**config.mk**
```make
export PLATFORM = sky130hd
export DESIGN_NAME = heatmap_peak_keypoint_finder
export DESIGN_NICKNAME = d
export VERILOG_FILES = /design/src/design/hpk_pkg.sv /design/src/design/hpk_cell.sv /design/src/design/heatmap_peak_keypoint_finder.sv
export SDC_FILE = /design/constraint.sdc
export NUM_CORES = 2
export LEC_CHECK = 0
export BUFFER_PORTS_ARGS = -buffer_cell sky130_fd_sc_hd__buf_2
export CORE_MARGIN = 1.5
export CORE_UTILIZATION = 50
export DETAILED_ROUTE_END_ITERATION = 8
export PLACE_DENSITY = 0.66
export SLEW_MARGIN = 20
export SYNTH_ARGS = -nofsm -noshare
export SYNTH_HDL_FRONTEND = slang
export SYNTH_HIERARCHICAL = 1
export SYNTH_SLANG_ARGS = --single-unit
export TNS_END_PERCENT = 20
```
**constraint.sdc**
```tcl
create_clock -name clk -period 7.3 [get_ports clk]
set_clock_uncertainty 0.1 [all_clocks]
set_input_delay 0.73 -clock clk [delete_from_list [all_inputs] [get_ports clk]]
set_output_delay 0.73 -clock clk [all_outputs]
set_load 0.02 [all_outputs]
```
**src/design/hpk_pkg.sv**
```systemverilog
// Shared types and constants for the heatmap peak keypoint finder.
`timescale 1ns / 1ps

package hpk_pkg;

  // Configuration port geometry.
  localparam int CFG_DATA_W = 16;
  localparam int CFG_IDX_W  = 3;

  // Configuration register indexes.
  localparam logic [CFG_IDX_W-1:0] REG_HEAT_THRESHOLD = 3'd0;
  localparam logic [CFG_IDX_W-1:0] REG_MAP_WIDTH      = 3'd1;
  localparam logic [CFG_IDX_W-1:0] REG_MAP_HEIGHT     = 3'd2;
  localparam logic [CFG_IDX_W-1:0] REG_CHANNEL_COUNT  = 3'd3;
  localparam logic [CFG_IDX_W-1:0] REG_SCALE_X_Q8     = 3'd4;
  localparam logic [CFG_IDX_W-1:0] REG_SCALE_Y_Q8     = 3'd5;

  // Register widths and values after reset.
  localparam int THRESH_W = 15;
  localparam int GEOM_W   = 9;
  localparam int CHCFG_W  = 7;
  localparam int SCALE_W  = 16;

  localparam logic [THRESH_W-1:0] THRESH_RST   = 15'd1;
  localparam logic [GEOM_W-1:0]   WIDTH_RST    = 9'd64;
  localparam logic [GEOM_W-1:0]   HEIGHT_RST   = 9'd64;
  localparam logic [CHCFG_W-1:0]  CHANNELS_RST = 7'd16;
  localparam logic [SCALE_W-1:0]  SCALE_RST    = 16'd1024;

  // Result field widths.
  localparam int CLASS_W = 6;
  localparam int GRID_W  = 8;
  localparam int IMAGE_W = 16;
  localparam int CONF_W  = 15;

  // Collect samples, or shift the per-channel peaks out one per transfer.
  typedef enum logic {
    ST_COLLECT,
    ST_DRAIN
  } hpk_state_t;

  // Control for one cell of the peak chain.
  typedef struct packed {
    logic clear;   // restart of the frame: drop the kept peak
    logic shift;   // take the neighbour's peak
    logic update;  // compare the current sample against the kept peak
  } hpk_cell_ctrl_t;

endpackage

```
**src/design/hpk_cell.sv**
```systemverilog
// One cell of the peak chain: keeps the peak value and position of one channel.
`timescale 1ns / 1ps

module hpk_cell import hpk_pkg::*; #(
  parameter int PEAK_W     = 15,
  parameter int COORD_BITS = 8
) (
  input  logic                  clk,
  input  logic                  rst_n,
  input  hpk_cell_ctrl_t        ctrl,
  input  logic [PEAK_W-1:0]     sample_val,
  input  logic [COORD_BITS-1:0] sample_col,
  input  logic [COORD_BITS-1:0] sample_row,
  input  logic [PEAK_W-1:0]     nb_val,
  input  logic [COORD_BITS-1:0] nb_col,
  input  logic [COORD_BITS-1:0] nb_row,
  output logic [PEAK_W-1:0]     peak_val,
  output logic [COORD_BITS-1:0] peak_col,
  output logic [COORD_BITS-1:0] peak_row
);

  logic [PEAK_W-1:0]     val_r, val_nxt;
  logic [COORD_BITS-1:0] col_r, col_nxt;
  logic [COORD_BITS-1:0] row_r, row_nxt;

  // A strictly greater sample replaces the kept peak, so the first peak wins.
  always_comb begin
    val_nxt = val_r;
    col_nxt = col_r;
    row_nxt = row_r;
    if (ctrl.clear) begin
      val_nxt = '0;
      col_nxt = '0;
      row_nxt = '0;
    end else if (ctrl.shift) begin
      val_nxt = nb_val;
      col_nxt = nb_col;
      row_nxt = nb_row;
    end else if (ctrl.update && (sample_val > val_r)) begin
      val_nxt = sample_val;
      col_nxt = sample_col;
      row_nxt = sample_row;
    end
  end

  always_ff @(posedge clk) begin
    if (!rst_n) begin
      val_r <= '0;
      col_r <= '0;
      row_r <= '0;
    end else begin
      val_r <= val_nxt;
      col_r <= col_nxt;
      row_r <= row_nxt;
    end
  end

  assign peak_val = val_r;
  assign peak_col = col_r;
  assign peak_row = row_r;

endmodule

```
**src/design/heatmap_peak_keypoint_finder.sv**
```systemverilog
// Top level of the heatmap peak keypoint finder: counters, peak chain and result stage.
`timescale 1ns / 1ps
//
//  Channel   Direction  Handshake          Payload
//  in_       in         in_valid/in_stall  in_heat_value
//  out_      out        out_valid/out_stall keypoint_id, found, grid, image, confidence, last
//  cfg_      in         cfg_we             cfg_index, cfg_wdata
//
//  One sample is taken per cycle while a frame is being collected.
//  The last sample of a frame starts the drain: the chain of cells shifts one peak
//  into the output register per transfer. in_stall is high for the whole drain.
//  Reset and any write of the geometry registers clear the peaks and counters.

module heatmap_peak_keypoint_finder import hpk_pkg::*; #(
  parameter int MAX_CHANNELS = 16,
  parameter int COORD_BITS   = 8,
  parameter int HEAT_BITS    = 16
) (
  input  logic                        clk,
  input  logic                        rst_n,
  // Sample channel
  input  logic                        in_valid,
  output logic                        in_stall,
  input  logic signed [HEAT_BITS-1:0] in_heat_value,
  // Result channel
  output logic                        out_valid,
  input  logic                        out_stall,
  output logic [CLASS_W-1:0]          out_keypoint_id,
  output logic                        out_found,
  output logic [GRID_W-1:0]           out_grid_x,
  output logic [GRID_W-1:0]           out_grid_y,
  output logic [IMAGE_W-1:0]          out_image_x,
  output logic [IMAGE_W-1:0]          out_image_y,
  output logic [CONF_W-1:0]           out_confidence,
  output logic                        out_last_in_run,
  // Configuration port
  input  logic                        cfg_we,
  input  logic [CFG_IDX_W-1:0]        cfg_index,
  input  logic [CFG_DATA_W-1:0]       cfg_wdata
);

  localparam int PEAK_W = HEAT_BITS - 1;
  localparam int CH_W   = (MAX_CHANNELS > 1) ? $clog2(MAX_CHANNELS) : 1;
  localparam int GW     = (COORD_BITS + 1 > GEOM_W) ? COORD_BITS + 1 : GEOM_W;
  localparam int CMP_W  = ((HEAT_BITS > THRESH_W) ? HEAT_BITS : THRESH_W) + 1;
  localparam int PROD_W = COORD_BITS + SCALE_W;
  localparam int CW     = (PEAK_W > CONF_W) ? PEAK_W : CONF_W;
  localparam int NCH_W  = CHCFG_W + 1;

  // Configuration registers.
  logic [THRESH_W-1:0] thresh_r;
  logic [GEOM_W-1:0]   width_r;
  logic [GEOM_W-1:0]   height_r;
  logic [CHCFG_W-1:0]  chans_r;
  logic [SCALE_W-1:0]  scale_x_r;
  logic [SCALE_W-1:0]  scale_y_r;
  logic                geom_wr;

  assign geom_wr = cfg_we && ((cfg_index == REG_MAP_WIDTH) ||
                              (cfg_index == REG_MAP_HEIGHT) ||
                              (cfg_index == REG_CHANNEL_COUNT));

  always_ff @(posedge clk) begin
    if (!rst_n) begin
      thresh_r  <= THRESH_RST;
      width_r   <= WIDTH_RST;
      height_r  <= HEIGHT_RST;
      chans_r   <= CHANNELS_RST;
      scale_x_r <= SCALE_RST;
      scale_y_r <= SCALE_RST;
    end else if (cfg_we) begin
      case (cfg_index)
        REG_HEAT_THRESHOLD: thresh_r  <= cfg_wdata[THRESH_W-1:0];
        REG_MAP_WIDTH:      width_r   <= cfg_wdata[GEOM_W-1:0];
        REG_MAP_HEIGHT:     height_r  <= cfg_wdata[GEOM_W-1:0];
        REG_CHANNEL_COUNT:  chans_r   <= cfg_wdata[CHCFG_W-1:0];
        REG_SCALE_X_Q8:     scale_x_r <= cfg_wdata;
        REG_SCALE_Y_Q8:     scale_y_r <= cfg_wdata;
        default: ;
      endcase
    end
  end

  // Effective geometry: each count clamped to at least one and to its maximum.
  logic [NCH_W-1:0] nch;
  logic [GW-1:0]    eff_w;
  logic [GW-1:0]    eff_h;

  always_comb begin
    if (chans_r == '0) begin
      nch = NCH_W'(1);
    end else if (NCH_W'(chans_r) > NCH_W'(MAX_CHANNELS)) begin
      nch = NCH_W'(MAX_CHANNELS);
    end else begin
      nch = NCH_W'(chans_r);
    end
    if (width_r == '0) begin
      eff_w = GW'(1);
    end else if (GW'(width_r) > (GW'(1) << COORD_BITS)) begin
      eff_w = GW'(1) << COORD_BITS;
    end else begin
      eff_w = GW'(width_r);
    end
    if (height_r == '0) begin
      eff_h = GW'(1);
    end else if (GW'(height_r) > (GW'(1) << COORD_BITS)) begin
      eff_h = GW'(1) << COORD_BITS;
    end else begin
      eff_h = GW'(height_r);
    end
  end

  // Control state.
  hpk_state_t            state_r, state_nxt;
  logic [CH_W-1:0]       chan_pos_r;
  logic [COORD_BITS-1:0] col_pos_r;
  logic [COORD_BITS-1:0] row_pos_r;
  logic [CH_W-1:0]       drain_cnt_r;
  logic                  out_valid_r;

  logic in_xfer;
  logic chan_wrap;
  logic col_wrap;
  logic row_wrap;
  logic frame_end;
  logic drain_active;
  logic load;
  logic drain_last;

  assign in_xfer    = in_valid && !in_stall;
  assign chan_wrap  = (NCH_W'(chan_pos_r) + NCH_W'(1)) >= nch;
  assign col_wrap   = (GW'(col_pos_r) + GW'(1)) >= eff_w;
  assign row_wrap   = (GW'(row_pos_r) + GW'(1)) >= eff_h;
  assign frame_end  = in_xfer && chan_wrap && col_wrap && row_wrap;
  assign load       = drain_active && (!out_valid_r || !out_stall);
  assign drain_last = (NCH_W'(drain_cnt_r) + NCH_W'(1)) >= nch;

  // Next state.
  always_comb begin
    state_nxt = state_r;
    case (state_r)
      ST_COLLECT: if (frame_end) state_nxt = ST_DRAIN;
      ST_DRAIN:   if (load && drain_last) state_nxt = ST_COLLECT;
      default:    state_nxt = ST_COLLECT;
    endcase
    if (geom_wr) state_nxt = ST_COLLECT;
  end

  // State outputs.
  always_comb begin
    case (state_r)
      ST_COLLECT: drain_active = 1'b0;
      ST_DRAIN:   drain_active = 1'b1;
      default:    drain_active = 1'b0;
    endcase
  end

  assign in_stall = drain_active;

  // Position counters, channel fastest.
  always_ff @(posedge clk) begin
    if (!rst_n || geom_wr) begin
      state_r     <= ST_COLLECT;
      chan_pos_r  <= '0;
      col_pos_r   <= '0;
      row_pos_r   <= '0;
      drain_cnt_r <= '0;
    end else begin
      state_r <= state_nxt;
      if (in_xfer) begin
        if (chan_wrap) begin
          chan_pos_r <= '0;
          if (col_wrap) begin
            col_pos_r <= '0;
            row_pos_r <= row_wrap ? '0 : row_pos_r + 1'b1;
          end else begin
            col_pos_r <= col_pos_r + 1'b1;
          end
        end else begin
          chan_pos_r <= chan_pos_r + 1'b1;
        end
      end
      if (frame_end) begin
        drain_cnt_r <= '0;
      end else if (load) begin
        drain_cnt_r <= drain_cnt_r + 1'b1;
      end
    end
  end

  // Threshold: samples below it count as zero; what remains is never negative.
  logic [PEAK_W-1:0] sample_val;

  always_comb begin
    if ($signed(CMP_W'(in_heat_value)) < $signed({1'b0, (CMP_W-1)'(thresh_r)})) begin
      sample_val = '0;
    end else begin
      sample_val = in_heat_value[PEAK_W-1:0];
    end
  end

  // Chain of cells; cell 0 is the head, the tail takes in zeros while draining.
  logic [PEAK_W-1:0]     cell_val [MAX_CHANNELS+1];
  logic [COORD_BITS-1:0] cell_col [MAX_CHANNELS+1];
  logic [COORD_BITS-1:0] cell_row [MAX_CHANNELS+1];

  assign cell_val[MAX_CHANNELS] = '0;
  assign cell_col[MAX_CHANNELS] = '0;
  assign cell_row[MAX_CHANNELS] = '0;

  for (genvar i = 0; i < MAX_CHANNELS; i++) begin : g_cell
    hpk_cell_ctrl_t ctrl;

    assign ctrl.clear  = geom_wr;
    assign ctrl.shift  = load;
    assign ctrl.update = in_xfer && (chan_pos_r == CH_W'(i));

    hpk_cell #(
      .PEAK_W     (PEAK_W),
      .COORD_BITS (COORD_BITS)
    ) u_cell (
      .clk        (clk),
      .rst_n      (rst_n),
      .ctrl       (ctrl),
      .sample_val (sample_val),
      .sample_col (col_pos_r),
      .sample_row (row_pos_r),
      .nb_val     (cell_val[i+1]),
      .nb_col     (cell_col[i+1]),
      .nb_row     (cell_row[i+1]),
      .peak_val   (cell_val[i]),
      .peak_col   (cell_col[i]),
      .peak_row   (cell_row[i])
    );
  end

  // Result fields from the head cell.
  logic [PROD_W-1:0] prod_x, prod_y;
  logic [PROD_W-1:0] shr_x, shr_y;
  logic [CW-1:0]     conf_ext;

  assign prod_x   = PROD_W'(cell_col[0]) * PROD_W'(scale_x_r);
  assign prod_y   = PROD_W'(cell_row[0]) * PROD_W'(scale_y_r);
  assign shr_x    = prod_x >> 8;
  assign shr_y    = prod_y >> 8;
  assign conf_ext = CW'(cell_val[0]);

  logic [CLASS_W-1:0] class_r;
  logic               found_r;
  logic [GRID_W-1:0]  grid_x_r, grid_y_r;
  logic [IMAGE_W-1:0] image_x_r, image_y_r;
  logic [CONF_W-1:0]  conf_r;
  logic               last_r;

  // Output register: filled by each shift of the chain.
  always_ff @(posedge clk) begin
    if (!rst_n) begin
      out_valid_r <= 1'b0;
    end else if (load) begin
      out_valid_r <= 1'b1;
    end else if (!out_stall) begin
      out_valid_r <= 1'b0;
    end
  end

  always_ff @(posedge clk) begin
    if (load) begin
      class_r   <= CLASS_W'(drain_cnt_r);
      found_r   <= (cell_col[0] != '0) && (cell_row[0] != '0);
      grid_x_r  <= GRID_W'(cell_col[0]);
      grid_y_r  <= GRID_W'(cell_row[0]);
      image_x_r <= (shr_x > PROD_W'(65535)) ? {IMAGE_W{1'b1}} : shr_x[IMAGE_W-1:0];
      image_y_r <= (shr_y > PROD_W'(65535)) ? {IMAGE_W{1'b1}} : shr_y[IMAGE_W-1:0];
      conf_r    <= (conf_ext > CW'(32767)) ? {CONF_W{1'b1}} : conf_ext[CONF_W-1:0];
      last_r    <= drain_last;
    end
  end

  assign out_valid       = out_valid_r;
  assign out_keypoint_id = class_r;
  assign out_found       = found_r;
  assign out_grid_x      = grid_x_r;
  assign out_grid_y      = grid_y_r;
  assign out_image_x     = image_x_r;
  assign out_image_y     = image_y_r;
  assign out_confidence  = conf_r;
  assign out_last_in_run = last_r;

  // A result only appears after a shift of the chain during the drain.
  a_out_from_drain: assert property (@(posedge clk) disable iff (!rst_n)
    $rose(out_valid_r) |-> $past(state_r) == ST_DRAIN)
    else $error("result appeared outside the drain");

  // The drain counter never reaches the channel count.
  a_drain_bound: assert property (@(posedge clk) disable iff (!rst_n)
    (state_r == ST_DRAIN) |-> (NCH_W'(drain_cnt_r) < nch))
    else $error("drain counter ran past the channel count");

  // While draining, the position counters already stand at the start of a frame.
  a_drain_counters: assert property (@(posedge clk) disable iff (!rst_n)
    (state_r == ST_DRAIN) |->
      (chan_pos_r == '0) && (col_pos_r == '0) && (row_pos_r == '0))
    else $error("position counters not restarted at frame end");

  // The drain is entered only by the last sample of a frame.
  a_drain_entry: assert property (@(posedge clk) disable iff (!rst_n)
    (state_r == ST_DRAIN) && ($past(state_r) == ST_COLLECT) |-> $past(frame_end))
    else $error("drain started without a frame end");

endmodule
```
; ---- Word level (Yosys, flattened, before mapping)
; Cells that the tools add are included.
[classes]
add_sub_neg = 8
n_mul = 2
n_lt_le_gt_ge = 27
eq_ne = 21
mux = 106
n_bitwise = 2
reduce_logical = 82
[op_table]
columns = operator, count
row1 = 8-bit two-way mux, 62
row2 = 15-bit two-way mux, 31
row3 = 15-bit greater-than comparator, 16
row4 = 8-bit by 16-bit multiplier with 24-bit output, 2
row5 = 1-bit logical AND, 40
row6 = 9-bit two-way mux, 4
row7 = "4-bit == test, second input constant", 8
row8 = "16-bit greater-than comparator, second input constant", 2
row9 = 2-bit nonzero test, 15
row10 = "8-bit by 1-bit adder with 9-bit output, second input constant", 2
row11 = 9-bit greater-or-equal comparator, 2
row12 = "9-bit greater-than comparator, second input constant", 2
row13 = 9-bit zero test, 2
row14 = "8-bit by 1-bit adder with 8-bit output, second input constant", 2
row15 = "4-bit by 3-bit == test with 1-bit output, second input constant", 4
row16 = 5-bit by 8-bit greater-or-equal comparator with 1-bit output, 2
row17 = 16-bit < comparator, 1
row18 = 8-bit nonzero test, 2
row19 = "15-bit greater-than comparator, second input constant", 1
row20 = 7-bit two-way mux, 2
row21 = 2-bit AND reduction, 7
row22 = "4-bit by 1-bit adder with 5-bit output, second input constant", 2
row23 = "4-bit by 1-bit adder with 4-bit output, second input constant", 2
row24 = "4-bit by 2-bit == test with 1-bit output, second input constant", 2
row25 = other kinds (18), 33
[word_totals]
regBits = 663
wordCells = 316

; ---- Longest topological paths before layout
[depth]
depth_word = 9
depth_mapped = 18
mapped_depth_nobuf = 17

; ---- Hierarchy
; Netlist, hierarchy kept.
[modules_own_cells]
columns = mod, instances, cells_each, area_per_inst_um2, seq_area_each_um2
row1 = hpk_cell (g_cell[1].u_cell ...), 9, 229, 2034.5, 620.6
row2 = heatmap_peak_keypoint_finder, 1, 1716, 15568.7, 4033.9
row3 = hpk_cell (g_cell[0].u_cell ...), 7, 230, 2042.0, 620.6

; ---- Least setup slack after synthesis
; Ideal clock, no wire load.
[synth_timing]
kind = input port to flip-flop
start = input out_stall
end = register g_cell[1].u_cell.col_r[0]
arrival_ns = 6.141
required_time_ns = 7.082
slack_ns = 0.941
stages = 8
n_path_buf = 3
cell_sequence = a21boi_1 -> buf_2 -> clkinv_1 -> and2_0 -> a32o_1 -> buf_6 -> buf_12 -> mux2i_1
[synth_via]
elab_chain_cells = 4
[synth_lines]
columns = item, line_no
row1 = start: declaration, heatmap_peak_keypoint_finder.sv:27  ; input logic out_stall,
row2 = 1-bit zero test (*), -
row3 = 1-bit logical OR (*), heatmap_peak_keypoint_finder.sv:135  ; assign load = drain_active && (!out_valid_r || !out_stall);
row4 = 1-bit logical AND (*), heatmap_peak_keypoint_finder.sv:135
row5 = 8-bit two-way mux or 2-bit nonzero test (tied branches), -
row6 = end signal: assignment, hpk_cell.sv:53  ; col_r <= col_nxt;
row7 = end: declaration, hpk_cell.sv:23  ; logic [COORD_BITS-1:0] col_r, col_nxt;
; Mark *: on every way between the ends. The rest lies on a longest branch, timed or not.
; A chain may end at the register's enable or synchronous reset.

; ---- Worst setup path in the final report
[layout_timing]
start = register g_cell[0].u_cell.col_r[5]
end = register image_x_r[14], in the netlist out_image_x[14] (data pin)
[layout_via]
elab_chain_cells = 2
[layout_lines]
columns = item, line_no
row1 = start: declaration, hpk_cell.sv:23
row2 = start signal: assignment, hpk_cell.sv:53
row3 = 8-bit by 16-bit multiplier with 24-bit output (*), heatmap_peak_keypoint_finder.sv:242  ; assign prod_x = PROD_W'(cell_col[0]) * PROD_W'(scale_x_r);
row4 = named net prod_x[22], heatmap_peak_keypoint_finder.sv:238  ; logic [PROD_W-1:0] prod_x, prod_y;
row5 = 16-bit greater-than comparator, heatmap_peak_keypoint_finder.sv:272  ; image_x_r <= (shr_x > PROD_W'(65535)) ? {IMAGE_W{1'b1}} : shr_x[IMAGE_W-1:0];
row6 = end signal: assignment, heatmap_peak_keypoint_finder.sv:272
row7 = end: declaration, heatmap_peak_keypoint_finder.sv:251  ; logic [IMAGE_W-1:0] image_x_r, image_y_r;
; The timed path passes the listed nets; every way through them passes the cells marked *.

==> results.cfg <==
[run_status]
status = finished clean

[die]
core_area_um2 = 95300
dieWidth_um = 313
io_pins = 113
start_util_pct = 50.6
dieArea_um2 = 98200
rows = 113
die_height_um = 313

[logic_synthesis]
synth_top_area_share_pct = 24.7
seq_area_frac_synth_pct = 29.0
netlist_area_um2 = 48200
yosysUniqueCellTypes = 79
ys.flop_type = dfxtp_1
yosys_register_bits = 663
yosysWarnings = 6
synth_edf_count = 69
synthCells = 5387
synth_area_leader_cell = dfxtp_1
syn_area_per_cell_um2 = 8.94
synthTopCellsByArea = dfxtp_1 25%, mux2_2 11%, mux2i_1 10%
async_flop_share_pct = 0

[global_routing]
grt_pass1_wl_um = 179000
grt_max_degree = 165
overflow = 0
antenna_found_initial = 3
grt_util_all_layers_pct = 22.0
grt_pass1_vias = 34700

[detailed_routing]
vias_per_cell = 5.30
drt-total-wl_um = 110000
dr.pass1.iters = 5
route.detailed.drc = 0
num_vias = 35400
first_iter_violations = 1844
drt-wirelength-per-cell_um = 16.4
ant_nets = 0

[power]
p_per_area_nw_per_um2 = 164
ir_worst_vdd_uv = 187
total_power_mw = 8.51
p_leak_nw = 22.1

[placed_design]
dp_hpwl_um = 75600
dp.cells = 6550
port_buffers = 110
dpl_worst_slack_ns = 1.76
place_area_um2 = 49300
globalplace.congestion = 0.840

[layout]
area_growth_pct = 7.59
fin_area_um2 = 51800
nets = 5942
drive_gt1_share_pct = 16.0
mostFrequentLayoutCell = nand2_1
final_cell_mix = 1,319 x nand2_1, 593 x dfxtp_1, 501 x inv_1
final_cells = 6689

[hold_path]
hp-class = input port to flop
hp-start = cfg_wdata[10]

[clock_tree]
clk_latency_ns = 0.64
cts_buffer_depth = 3
cts-hold-fix-buffers = 0
cts_resized = 0
cts-root-buf = clkbuf_16
cts_setup_buffers = 0
path_clk_slew_ns = 0.06
numCtsBuffers = 78
cts_tree = built
cts_sinks = 663
htree_levels = 3

[setup_path]
crit_slowest_cell = dfxtp_1
max_stage_delay_ns = 0.85
crit_fanout = 19
crit_type = flop to flop
end_kind = flop
startpoint = g_cell[0].u_cell/peak_col[5]
cp_common_cell = fa_1
r2r_start = g_cell[0].u_cell/peak_col[5]
start_kind = flop
crit_required_ns = 7.57
path_cells = and2_1 > fa_1 > fa_1 > fa_1 > inv_1 > fa_1 > inv_1 > ha_1 > a21oi_1 > a21boi_0 > a311o_1 > a31oi_2 > o31ai_2 > a41oi_1 > xnor2_1
critical_path_arrival_ns = 5.82

[timing]
slew_violations = 0
final_hold_viol_count = 0
post-route-period-util_pct = 76.0
worst_slack_ns = 1.75
max-slew-margin-rel_pct = 26.1
rsz0062_at_grt = false
max_freq_mhz = 180
period_minus_slack_ns = 5.55
worstMarginPinSlew_ns = 1.11
finalSetupTns_ns = 0
setup-violations-final = 0

[flow_run]
max-cap-violations = 0
flip-flops by register name, indices dropped and copies added (netlist names), 9 cells and up:
| name | count |
|---|---|
| out_image_x | 16 |
| thresh_r | 15 |
| g_cell.u_cell/peak_val | 240 |
| height_r | 9 |
| out_image_y | 16 |
| width_r | 9 |
| scale_x_r | 16 |
| out_confidence | 15 |
| g_cell.u_cell/peak_row | 128 |
| scale_y_r | 16 |
| g_cell.u_cell/peak_col | 128 |
routing by layer:
metal	part of all wire, %	global-route usage, %	vias to the layer above
li1	-	-	17900
met1	46	28.1	16900
met4	3.4	7.70	0
met2	48	38.5	473
met3	2.7	2.34	191
met5	0	0	-
cells by family (layout without fill, tap and decap cells):
group                    after synthesis  after routing  share of synthesized area, %
adder cells (fa/ha/maj)              537            537                          16.5
XOR/XNOR                              49             49                         0.891
flip-flops                           663            663                          29.0
buffers and inverters                816            818                          7.90
AND/OR/NAND/NOR                     1849           1849                          17.2
other                                  1             36                       0.00778
AO/OA/AOI/OAI                        495            495                          6.98
multiplexers                         977            977                          21.5
path summary, 6_finish.rpt:
kind / to / slack, ns / cells past startpoint
min reg2reg: g_cell[1].u_cell/peak_col[5] / 0.35 / 2
max: out_image_x[14] / 1.75 / 15
min: scale_x_r[10] / 0.32 / 3
max reg2reg: out_image_x[14] / 1.75 / 15
synth_stat cells (12+ instances only):
master / number
a211oi_1: 12
a21boi_0: 68
a21o_1: 30
a21oi_1: 142
a31oi_1: 26
a32oi_1: 15
and2_1: 185
and3_1: 30
buf_12: 27
buf_2: 56
buf_6: 30
clkbuf_1: 187
dfxtp_1: 594
edfxtp_1: 69
fa_1: 166
ha_1: 371
inv_1: 501
mux2_2: 480
mux2i_1: 497
nand2_1: 1319
nand2b_1: 26
nand3_1: 66
nand3b_1: 20
nand4_1: 33
nor2_1: 60
nor2b_1: 25
nor3_1: 17
nor3b_1: 15
o21ai_0: 87
o31ai_1: 12
xnor2_1: 24
xor2_1: 25
power by group:
part           switching, mW  internal, mW  total (mW)
Combinational          0.547         0.333       0.880
Clock                   1.62          2.30        3.92
Sequential            0.0215          3.69        3.71
Total                   2.19          6.32        8.51
worst max-delay path, delay by kind of cell (launching register included):
family	cells	cell delay (ns)
simple gates	1	0.25
compound gates	6	1.50
xor+xnor	1	0.09
flops	1	0.85
fa+ha+maj	5	2.40
buf+inv	2	0.09
layout make-up:
class,count,area (µm²)
fillers,8799,43500
inverters,512,1920
diodes,3,7.51
clock inverters,25,245
clock buffers,111,2300
well taps,1265,1580
flip-flops and latches,663,14000
repair buffers,170,1050
multi-input cells,3940,30800
metrics by stage:
step,util [%],hold slack (ns)
2_1_floorplan,-,0.331
3_3_place_gp,51.7,0.338
3_5_place_dp,51.7,0.343
4_1_cts,54.4,0.292
5_1_grt,54.4,0.307
6_report,54.4,0.318
Note: power is estimated with default switching activity, not from simulation.
